## config.mk

```make
export PLATFORM = sky130hd
export DESIGN_NAME = msam_divider
export DESIGN_NICKNAME = d
export VERILOG_FILES = /design/src/rtl/msam_pkg.sv /design/src/rtl/msam_divider.sv
export SDC_FILE = /design/constraint.sdc
export NUM_CORES = 1
export LEC_CHECK = 0
export BUFFER_PORTS_ARGS = -buffer_cell sky130_fd_sc_hd__buf_2
export CAP_MARGIN = 20
export CORE_UTILIZATION = 57
export DETAILED_ROUTE_END_ITERATION = 6
export GPL_TIMING_DRIVEN = 0
export PLACE_DENSITY_LB_ADDON = 0.08
export SLEW_MARGIN = 5
export SYNTH_ARGS = -nofsm -noshare
export SYNTH_HDL_FRONTEND = slang
export SYNTH_SLANG_ARGS = --single-unit
```

## constraint.sdc

```tcl
create_clock -name clk -period 3.3 [get_ports clk]
set_input_delay 0 -clock clk [delete_from_list [all_inputs] [get_ports clk]]
set_output_delay 0 -clock clk [all_outputs]
set_load 0.1 [all_outputs]
```

## src/rtl/msam_pkg.sv

```systemverilog
package msam_pkg;

  localparam int NumSourcesDefault = 8;
  localparam int FifoDepthDefault  = 1024;
  localparam int MaxFrame          = 64;
  localparam int FrameLenWidth     = 7;
  localparam int DropLimitWidth    = 11;
  localparam int SampleWidth       = 16;

  localparam logic [6:0]  FrameLenReset  = 7'd64;
  localparam logic [10:0] DropLimitReset = 11'd320;

  typedef enum logic {
    CMD_PUSH = 1'b0,
    CMD_TICK = 1'b1
  } command_t;

  typedef enum logic {
    REG_FRAME_LEN  = 1'b0,
    REG_DROP_LIMIT = 1'b1
  } reg_index_t;

  typedef enum logic [3:0] {
    ST_IDLE,
    ST_COUNT,
    ST_READ,
    ST_WAIT,
    ST_DIV,
    ST_ACC,
    ST_EMIT,
    ST_UPDATE
  } state_t;

  // Requests from the sequencer to the shared divider.
  typedef struct packed {
    logic start;
  } div_ctrl_t;

  typedef struct packed {
    logic busy;
    logic done;
  } div_stat_t;

endpackage

```

## src/rtl/msam_divider.sv

```systemverilog
// Signed 16-bit dividend by small unsigned divisor, one quotient bit a cycle,
// truncating toward zero.
module msam_divider #(
  parameter int CountWidth = 4
) (
  input  logic                      clk,
  input  logic                      rst,
  input  msam_pkg::div_ctrl_t       ctrl,
  input  logic signed [15:0]        dividend,
  input  logic [CountWidth-1:0]     divisor,
  output msam_pkg::div_stat_t       stat,
  output logic signed [15:0]        quotient
);

  logic [15:0]           mag;
  logic [CountWidth:0]   rem;
  logic [15:0]           quo;
  logic                  neg;
  logic [4:0]            step;
  logic                  running;
  logic                  done;
  logic [CountWidth:0]   trial;
  logic [CountWidth+1:0] shifted;

  always_comb begin
    shifted = {rem, mag[15]};
    trial   = shifted[CountWidth:0];
  end

  always_ff @(posedge clk) begin
    if (rst) begin
      running <= 1'b0;
      done    <= 1'b0;
      step    <= '0;
    end else begin
      done <= 1'b0;
      if (ctrl.start) begin
        running <= 1'b1;
        step    <= '0;
        neg     <= dividend[15];
        mag     <= dividend[15] ? 16'(-dividend) : 16'(dividend);
        rem     <= '0;
        quo     <= '0;
      end else if (running) begin
        mag <= {mag[14:0], 1'b0};
        if (shifted >= {1'b0, {1'b0, divisor}}) begin
          rem <= (CountWidth+1)'(shifted - {1'b0, {1'b0, divisor}});
          quo <= {quo[14:0], 1'b1};
        end else begin
          rem <= trial;
          quo <= {quo[14:0], 1'b0};
        end
        step <= step + 5'd1;
        if (step == 5'd15) begin
          running <= 1'b0;
          done    <= 1'b1;
        end
      end
    end
  end

  assign quotient  = neg ? -$signed(quo) : $signed(quo);
  assign stat.busy = running;
  assign stat.done = done;

`ifndef ASSERT_OFF
  a_no_restart: assert property (@(posedge clk) disable iff (rst)
    ctrl.start |-> !running) else $error("divider restarted while busy");
  a_done_once: assert property (@(posedge clk) disable iff (rst)
    done |=> !done) else $error("divider done held");
  a_done_after_run: assert property (@(posedge clk) disable iff (rst)
    done |-> $past(running)) else $error("divider done without run");
`endif

endmodule

```

---- Word level (Yosys, flattened, before mapping) ----
Index checks and enable logic that the tools add are counted.
cells by class
  add/subtract/negate cells ............... 4
  $lt $le $gt $ge ......................... 1
  eq/ne operators ......................... 1
  mux-type cells .......................... 12
  bitwise operators ....................... 2
  reduce and logical (&&, ||, !) cells .... 5
operator list
  operator                                                          count
  16-bit two-way mux                                                5
  16-bit negation                                                   2
  5-bit two-way mux                                                 2
  6-bit by 4-bit greater-or-equal comparator with 1-bit output      1
  5-bit by 1-bit adder with 5-bit output (second input constant)    1
  5-bit by 4-bit == test with 1-bit output (second input constant)  1
  1-bit two-way mux                                                 5
  5-bit by 4-bit subtractor with 5-bit output                       1
  2-bit AND reduction                                               2
  3-bit OR reduction                                                1
  1-bit inverter                                                    2
  2-bit nonzero test                                                1
  2-bit OR reduction                                                1
storage, ports and cells
  register bits after elaboration ......... 45
  input bits .............................. 23
  output and inout bits ................... 18
  word-level logic and storage cells ...... 32

---- Longest topological paths before layout ----
Gate-level depths: netlist of run 1.
  depth in word-level cells ............... 4
  mapped depth ............................ 8
  mapped depth without buffers ............ 8

---- Worst setup path after synthesis of run 1 ----
OpenSTA, ideal clock, no wires.
  path type ............................... reg-to-output
  start ................................... reg neg
  end ..................................... out quotient[1]
  arrival time ............................ 2771 ps
  data required time ...................... 3300 ps
  path slack .............................. 529 ps
  stages on the path, launching flop included .. 3
  buffers on the path ..................... 1
  cell sequence ........................... edfxtp_1 clkbuf_1 o21ai_0
between the ends
  longest elaborated chain between the ends .. 1
ends and longest elaborated chain
  what                    line                text
  start, declared         msam_divider.sv:18  logic neg;
  start signal, assigned  msam_divider.sv:40  neg <= dividend[15];
  16-bit two-way mux      msam_divider.sv:62  assign quotient = neg ? -$signed(quo) : $signed(quo);
  end, declared           msam_divider.sv:12  output logic signed [15:0] quotient
No other way between the ends.

---- Worst setup path after layout of run 1 ----
  start ................................... reg quo[0]
  end ..................................... out quotient[10]
between the ends
  longest elaborated chain between the ends .. 2
ends and longest elaborated chain
  what                    line                text
  start, declared         msam_divider.sv:17  logic [15:0] quo;
  start signal, assigned  msam_divider.sv:48  quo <= {quo[14:0], 1'b1};
  start signal, assigned  msam_divider.sv:51  quo <= {quo[14:0], 1'b0};
  16-bit negation         msam_divider.sv:62
  16-bit two-way mux      msam_divider.sv:62
No other way between the ends.

==> results of run 1 <==
worst max-delay path, stage by stage (launching register included):
cell and delay, ns:
edfxtp_1 0.43, inv_1 0.11, ha_1 0.18, nor2b_1 0.18
nand3b_1 0.17, o41ai_1 0.38, xnor2_1 0.18, buf_2 0.45
sequential cells by signal (all words and copies together) (netlist names):
signal	count
quo	16
neg	1
mag	16
step	5
done	1
running	1
rem	5
per-stage QoR:
stage / std cells / total power (W) / setup slack, ns
after floorplan: 256 / 0.00103 / 0.529
after global placement: 347 / 0.00111 / -0.112
after detailed placement: 348 / 0.00111 / 1.19
after CTS: 358 / 0.00144 / 0.893
after global routing: 358 / 0.00149 / 0.760
final: 358 / 0.00143 / 0.918
worst paths after layout:
path | start | end | slack [ns] | cells after the start
setup / recovery | quo[0] | quotient[10] | 0.92 | 7
hold / removal | dividend[0] | mag[0] | 0.06 | 3
setup reg to reg | mag[15] | rem[4] | 1.34 | 8
hold reg to reg | step[4] | step[4] | 0.50 | 2
cell type report:
type / count / area (µm²) / area share [%]
Multi-Input combinational cell: 184 / 1220 / 40.7
Sequential cell: 45 / 1280 / 42.6
Clock inverter: 3 / 12.5 / 0.416
Timing Repair Buffer: 42 / 235 / 7.82
Clock buffer: 5 / 68.8 / 2.29
Tap cell: 52 / 65.1 / 2.16
Buffer: 15 / 75.1 / 2.50
Inverter: 12 / 45.0 / 1.50
cell usage after synthesis (3+ instances only):
cell	number
a21oi_1	19
buf_4	3
clkbuf_1	10
dfxtp_1	7
edfxtp_1	38
ha_1	8
inv_1	12
nand2_1	15
nand3_1	4
nand4_1	3
nor2_1	32
nor2b_1	15
nor3_1	5
o21ai_0	11
o31ai_1	10
or4_1	4
xnor2_1	17
xor2_1	15
report_power, final:
group / switching [W] / internal [W]
Combinational: 0.000310 / 0.000108
Clock: 0.000182 / 0.000143
Sequential: 0.0000233 / 0.000661
cells by family (layout without fill, tap and decap cells):
kind of cell,after synthesis,in the layout,synth area share [%]
buf+inv,27,77,4.59
simple gates,94,94,18.2
fa+ha+maj,9,9,4.59
mux,2,2,0.765
xor+xnor,32,32,10.7
flops,45,45,48.9
compound gates,47,47,12.2
metal layers:
| metal | part of all wire, % | GRT usage (%) |
|---|---|---|
| met5 | 0 | 0 |
| met4 | 1.3 | 6.00 |
| met3 | 3.4 | 4.07 |
| met2 | 46 | 33.1 |
| met1 | 49 | 30.2 |
==> flow_summary_export.csv, run 1 <==
group,metric,value,unit
outcome,status,"completed",
floorplanning,start_util,59.7,%
timing,fmax,420,MHz
clocking,cts_made_buffers,5,
detailed_routing,vias_per_cell,5.50,
clocking,cts_resized,0,
timing,drv_slew,0,
floorplanning,io_pins,41,
timing,rsz0062_at_grt,"no",
layout,area_growth,14.9,%
detailed_routing,vias,1970,
timing,period_needed,2.38,ns
synth,ys_seq_elements,45,
synth,synth_edf_count,38,
detailed_routing,dr.pass1.iters,4,
critical_path,crit_fanout,4,
clocking,cts.sinks,45,
timing,period_share,72.2,%
synth,syn_inst,256,
synth,ys_warn_count,0,
power_and_ir_drop,powerDensity,475,mW/mm²
critical_path,worstPathRequired,3.30,ns
global_route,grt.overflow.total,0,
synth,avgSynthCellArea,10.2,µm²
timing,slew_headroom,62.0,%
floorplanning,dieWidth,69.8,µm
timing,finalSetupTns,0,ns
layout,final_nets,337,
layout,final_util,68.6,%
power_and_ir_drop,peakVddDrop,283,µV
floorplanning,fp.dieH,69.8,µm
detailed_routing,routed_wl,4870,µm
critical_path,cp.arrival,2.38,ns
clocking,postCtsSetupRepairBufs,0,
global_route,grt_max_degree,27,
placed_design,port_buffers,39,
layout,design_area,0.00301,mm²
synth,synth_ff_type,"edfxtp_1",
timing,hold_viol,0,
global_route,antenna_found_initial,0,
clocking,clock_latency,0.30,ns
layout,num_antenna_cells,0,
synth,yosysUniqueCellTypes,37,
global_route,grt_pass1_wl,8180,µm
placed_design,placed_area,0.00291,mm²
synth,async_flop_share,0,%
detailed_routing,postRouteAntennaNets,0,
placed_design,gp_congestion,0.825,
critical_path,worstSetupPathType,"flip-flop to output pin",
power_and_ir_drop,p_leak,1.17,nW
clocking,clkSlewWorstSetupHoldPaths,0.08,ns
global_route,grt_usage,21.2,%
synth,yosysTopAreaCell,"edfxtp_1",
critical_path,critPathLaunchType,"flip-flop",
timing,skew,0.00557,ns
clocking,hold_buffers,2,
synth,ys_seq_area_share,48.9,%
floorplanning,die_area,0.00487,mm²
layout,fill_cells,379,
clocking,cts_tree,"built",
timing,worstMarginPinSlew,0.570,ns
layout,layout_common_cells,"39 x buf_2, 38 x edfxtp_1, 31 x nor2_1",
floorplanning,core,0.00438,mm²
job,drv_cap,0,
layout,drive_gt1_share,18.6,%
global_route,grt_pass1_vias,1791,
synth,syn_nets,288,
synth,synth_area_leaders,"edfxtp_1 44%, xnor2_1 5.7%, dfxtp_1 5.4%",
detailed_routing,dr.first_iter.drc_count,96,
worst_hold_path,hold_path_class,"primary input to flip-flop",
timing,hold_slack,0.0618,ns
clocking,cts_htree_levels,2,
layout,final_common_cell,"buf_2",
synth,netlist_area,0.00262,mm²
detailed_routing,drt-wirelength-per-cell,13.6,µm
clocking,root_buffer,"clkbuf_8",
clocking,cts_buffer_depth,2,
timing,finalSetupViolCount,0,
synth,synth_top_area_share,43.6,%
floorplanning,rows,24,
critical_path,cp-end-kind,"output pin",
placed_design,dp_hpwl,3570,µm
detailed_routing,drc,0,
No activity file was read; power rests on OpenSTA's default activity.
==> inputs of run 2 (changes only) <==
==> constraint.sdc (replaced) <==
create_clock -name clk -period 2.31 [get_ports clk]
set_input_delay 0 -clock clk [delete_from_list [all_inputs] [get_ports clk]]
set_output_delay 0 -clock clk [all_outputs]
set_load 0.1 [all_outputs]
==> run 2 against run 1 <==
Non-clock buffer count is the same. Worst setup slack got worse by 0.83 ns. Flip-flop and latch count did not move. Routed wire length rose by 5.1%. Sequential share of layout area fell by 2.2 points. Count of clock-buffer cells in the layout grew 2. Die area did not move. Critical endpoint is now quotient[8]. Highest routed layer unchanged.
==> flow_summary_export.csv, run 2 (synthesized netlist as in run 1, its figures left out) <==
group,metric,value,unit
outcome,status,"completed",
power_and_ir_drop,swShare,35.1,%
placed_design,dp.cells,348,
power_and_ir_drop,p_int,0.00140,W
timing,fmax,450,MHz
floorplanning,io_pins,41,
layout,final_nets,337,
floorplanning,rows,24,
clocking,postCtsSetupRepairBufs,0,
power_and_ir_drop,p_switching,0.000757,W
timing,setup_slack,0.0863,ns
power_and_ir_drop,clockPowerShare,24.8,%
placed_design,gp_congestion,0.778,
detailed_routing,vias,2013,
critical_path,crit_chain,"inv_1, ha_1, nor2b_1, nand3b_1, o21ai_0, xnor2_2, buf_4",
critical_path,cp.arrival,2.22,ns
timing,rsz0062_at_grt,"yes",
timing,hold_viol,0,
clocking,cts_buffer_depth,2,
floorplanning,fp.dieH,69.8,µm
timing,finalSetupViolCount,0,
critical_path,r2r_end,"rem[4]",
detailed_routing,drt-wirelength-per-cell,14.3,µm
layout,stdcell_count,358,
critical_path,critPathLaunchType,"flip-flop",
timing,drv_slew,0,
worst_hold_path,min_from,"dividend[0]",
power_and_ir_drop,powerDensity,680,mW/mm²
detailed_routing,routed_wl,5120,µm
global_route,grt_max_degree,20,
layout,reg_top3,"mag: 16 flops, quo: 16 flops",
timing,skew,0.00507,ns
critical_path,worstSetupPathType,"flip-flop to output pin",
layout,num_antenna_cells,0,
clocking,root_buffer,"clkbuf_8",
critical_path,slowest_delay,0.43,ns
layout,layout_common_cells,"38 x edfxtp_1, 32 x buf_2, 31 x nor2_1",
critical_path,cp-end-kind,"output pin",
worst_hold_path,whs_path_depth,3,
detailed_routing,vias_per_cell,5.62,
detailed_routing,postRouteAntennaNets,0,
critical_path,cpMaxStageDelayCell,"edfxtp_1",
placed_design,dp_hpwl,3660,µm
floorplanning,start_util,59.7,%
worst_hold_path,hold_path_class,"primary input to flip-flop",
critical_path,timing.rr.start,"mag[15]",
job,drv_cap,0,
clocking,clock_latency,0.30,ns
critical_path,crit_fanout,4,
worst_hold_path,hold_end,"mag[0]",
timing,slew_headroom,60.0,%
placed_design,pre_cts_slack,0.230,ns
detailed_routing,dr.first_iter.drc_count,128,
floorplanning,core,0.00438,mm²
placed_design,port_buffers,39,
global_route,grt_pass1_vias,1935,
timing,finalSetupTns,0,ns
power_and_ir_drop,peakVddDrop,457,µV
global_route,grt_usage,22.6,%
global_route,grt_pass1_wl,8740,µm
layout,area_growth,21.0,%
power_and_ir_drop,share_comb_of_total_power,29.5,%
clocking,cts_tree,"built",
clocking,cts_made_buffers,5,
clocking,cts_htree_levels,2,
power_and_ir_drop,p_leak,1.27,nW
critical_path,startpoint,"quo[0]",
layout,final_common_cell,"edfxtp_1",
detailed_routing,drc,0,
critical_path,worstRegToRegCells,8,
detailed_routing,dr.pass1.iters,4,
global_route,antenna_found_initial,0,
critical_path,r2r_slack,0.34,ns
floorplanning,dieWidth,69.8,µm
floorplanning,die_area,0.00487,mm²
critical_path,worstPathRequired,2.31,ns
clocking,clkSlewWorstSetupHoldPaths,0.08,ns
timing,period_needed,2.22,ns
timing,worstMarginPinSlew,0.598,ns
clocking,cts.sinks,45,
global_route,grt.overflow.total,0,
layout,drive_gt1_share,24.5,%
power_and_ir_drop,power.share.sequential,45.7,%
layout,fill_cells,350,
timing,period_share,96.3,%
==> run 2: how the worst max path moves through the flow <==
stage                    to
2_1_floorplan  quotient[15]
3_3_place_gp         rem[0]
3_5_place_dp   quotient[10]
4_1_cts        quotient[13]
5_1_grt         quotient[8]
6_report        quotient[8]
==> run 2: power by group through the flow <==
| stage | Clock [W] | Combinational (W) | Sequential, W |
|---|---|---|---|
| after floorplan | 0 | 0.000506 | 0.000992 |
| after CTS | 0.000542 | 0.000632 | 0.000984 |
| final | 0.000534 | 0.000636 | 0.000985 |
| after detailed placement | 0 | 0.000622 | 0.00100 |
| after global placement | 0 | 0.000605 | 0.00100 |
| after global routing | 0.000577 | 0.000675 | 0.000992 |
==> run 2: final cells by class <==
class                           count  area [µm²]  area share [%]
Sequential cell                    45        1280            40.5
Clock inverter                      1        5.00           0.158
Timing Repair Buffer               42         260            8.22
Buffer                             15        75.1            2.37
Tap cell                           52        65.1            2.05
Multi-Input combinational cell    184        1340            42.3
Clock buffer                        7        96.3            3.04
Inverter                           12        45.0            1.42
==> run 2: timing repair <==
item	4_1_cts	5_1_grt
pin swaps	0	0
endpoints found under the hold margin	2	0
gates resized for setup	3	7
endpoints found under the setup margin	3	6
hold buffers	2	0
==> run 2: worst max-delay path: cells and delay by family, from the launching register on <==
family / cells / cell delay [ns]
DFF: 1 / 0.43
buffers and inverters: 2 / 0.42
AOI/OAI and AO/OA: 1 / 0.38
and+or+nand+nor: 2 / 0.36
adders and majority gates: 1 / 0.18
xor gates and xnor gates: 1 / 0.15
==> run 2: routing by layer <==
layer  GRT usage, %  vias to the layer above  part of all wire (%)
li1               -                      997                     -
met5              0                        -                     0
met3           4.80                        4                   3.6
met1           32.1                      962                    48
met2           35.6                       50                    48
met4           6.00                        0                  0.84
==> run 2: per-stage QoR <==
step / utilization, % / total power (W) / area, µm² / hold WS [ns]
detailed placement: 68.7 / 0.00162 / 3010 / 0.249
CTS: 71.6 / 0.00216 / 3140 / 0.0688
finish: 72.2 / 0.00215 / 3170 / 0.0770
global route: 72.2 / 0.00224 / 3170 / 0.104
global placement: 67.9 / 0.00161 / 2980 / 0.225
floorplan: - / 0.00150 / 2720 / 0.0728
==> inputs of run 3 (changes only) <==
--- a/config.mk
+++ b/config.mk
@@ -7,8 +7,10 @@
 export LEC_CHECK = 0
 export BUFFER_PORTS_ARGS = -buffer_cell sky130_fd_sc_hd__buf_2
 export CAP_MARGIN = 20
+export CORE_MARGIN = 2
 export CORE_UTILIZATION = 57
 export DETAILED_ROUTE_END_ITERATION = 6
+export GPL_ROUTABILITY_DRIVEN = 0
 export GPL_TIMING_DRIVEN = 0
 export PLACE_DENSITY_LB_ADDON = 0.08
 export SLEW_MARGIN = 5
==> run 3 against run 2 <==
Sequential power about the same. Design area rose by 0.55%. Sequential share of layout area down 0.22 points. Global-route usage fell by 1.2 points. Utilization grew 0.40 points. Combinational power is 0.8% lower. Clock skew about the same. First-iteration DRC count decreased by 10%. Critical path type unchanged. Critical endpoint is now quotient[10].
==> flow_summary_export.csv, run 3 (synthesized netlist as in run 1, its figures left out) <==
group,metric,value,unit
outcome,status,"completed",
global_route,grt_pass1_vias,1859,
critical_path,crit_chain,"inv_1, ha_1, nor2b_1, nand3b_1, o41ai_2, xnor2_2, buf_4",
global_route,grt_max_degree,22,
worst_hold_path,hold_path_class,"primary input to flip-flop",
detailed_routing,postRouteAntennaNets,0,
floorplanning,io_pins,41,
placed_design,port_buffers,39,
layout,layout_common_cells,"38 x edfxtp_1, 32 x buf_2, 31 x nor2_1",
clocking,cts_buffer_depth,2,
clocking,cts.sinks,45,
global_route,grt.overflow.total,0,
timing,hold_slack,0.0557,ns
layout,multi_input_area,0.00133,mm²
floorplanning,dieWidth,71.8,µm
detailed_routing,vias_per_cell,5.49,
layout,design_area,0.00318,mm²
critical_path,cp.arrival,2.20,ns
layout,final_common_cell,"edfxtp_1",
layout,final_nets,337,
clocking,root_buffer,"clkbuf_8",
timing,rsz0062_at_grt,"yes",
clocking,postCtsSetupRepairBufs,0,
power_and_ir_drop,peakVddDrop,355,µV
clocking,clock_latency,0.29,ns
timing,finalSetupViolCount,0,
global_route,grt_pass1_wl,8690,µm
global_route,grt_usage,21.5,%
critical_path,worstPathRequired,2.31,ns
detailed_routing,dr.first_iter.drc_count,115,
critical_path,cp-end-kind,"output pin",
layout,num_antenna_cells,0,
global_route,antenna_found_initial,0,
layout,stdcell_count,358,
clocking,cts_tree,"built",
floorplanning,rows,24,
floorplanning,fp.dieH,71.8,µm
placed_design,dp.cells,348,
job,drv_cap,0,
critical_path,critPathLaunchType,"flip-flop",
layout,area_growth,21.7,%
critical_path,slowest_delay,0.43,ns
critical_path,crit_fanout,4,
timing,worstMarginPinSlew,0.573,ns
timing,period_needed,2.20,ns
timing,slew_headroom,61.8,%
timing,drv_slew,0,
layout,reg_top3,"mag: 16 flops, quo: 16 flops",
timing,fmax,455,MHz
placed_design,dp_hpwl,3680,µm
timing,period_share,95.1,%
detailed_routing,drc,0,
timing,setup_slack,0.114,ns
floorplanning,start_util,59.7,%
clocking,cts_made_buffers,5,
floorplanning,die_area,0.00515,mm²
clocking,clkSlewWorstSetupHoldPaths,0.09,ns
critical_path,worstSetupPathType,"flip-flop to output pin",
critical_path,cpMaxStageDelayCell,"edfxtp_1",
timing,skew,0.00501,ns
layout,seq_area,0.00128,mm²
floorplanning,core,0.00438,mm²
layout,fill_cells,341,
timing,hold_viol,0,
placed_design,placed_area,0.00301,mm²
detailed_routing,dr.pass1.iters,4,
placed_design,pre_cts_slack,0.181,ns
detailed_routing,routed_wl,5070,µm
clocking,cts_htree_levels,2,
layout,drive_gt1_share,24.2,%
timing,finalSetupTns,0,ns
power_and_ir_drop,p_leak,1.28,nW
power_and_ir_drop,powerDensity,699,mW/mm²
detailed_routing,vias,1964,
detailed_routing,drt-wirelength-per-cell,14.2,µm
## run 3: cell count changes in the layout (fill, tap and decap cells not counted)
cell,previous run,this run
clkbuf_8,7,5
o31ai_2,2,1
o31ai_1,8,9
clkbuf_16,0,2
## run 3: per-layer routing
metal	routed length (µm)	track usage, %	vias to the layer above
met4	40	5.03	0
met2	2430	34.0	45
met5	0	0	-
met3	201	3.80	4
li1	-	-	999
met1	2400	31.2	916
## run 3: critical path, delay by kind of cell, from the launching register on
kind	cells	cell delay, ns
AND/OR/NAND/NOR	2	0.36
XOR/XNOR	1	0.15
flip-flops	1	0.43
buffers and inverters	2	0.41
AO/OA/AOI/OAI	1	0.37
adder cells (fa/ha/maj)	1	0.18
## run 3: power breakdown
part / total [W] / switching, W / internal [W]
sequential: 0.000985 / 0.0000398 / 0.000945
combinational: 0.000631 / 0.000451 / 0.000181
clock: 0.000611 / 0.000268 / 0.000343
## run 3: layout make-up
cell class              instances  share of cell area (%)
clock inverters                 1                   0.157
well taps                      52                    2.04
flip-flops and latches         45                    40.2
clock buffers                   7                    3.73
repair buffers                 42                    8.17
inverters                      12                    1.41
plain buffers                  15                    2.36
multi-input cells             184                    41.9
## run 3: per-stage QoR
step | util [%] | power (W)
finish | 72.6 | 0.00223
global route | 72.6 | 0.00232
CTS | 72.3 | 0.00224
detailed placement | 68.7 | 0.00162
global placement | 67.9 | 0.00161
floorplan | - | 0.00150
## run 3: path summary, 6_finish.rpt
kind / to / slack (ns) / cells past startpoint / startpoint
worst min-delay path: mag[0] / 0.06 / 3 / dividend[0]
worst min register to register: step[4] / 0.50 / 2 / step[4]
worst max-delay path: quotient[10] / 0.11 / 7 / quo[0]
worst max register to register: rem[4] / 0.34 / 8 / mag[15]
## run 3: repair_timing
action	4_1_cts	5_1_grt
endpoints found under the setup margin	2	6
pin swaps	0	0
gates resized for setup	4	5
hold buffers	2	0
gates cloned	0	0
hold endpoints to repair	2	0
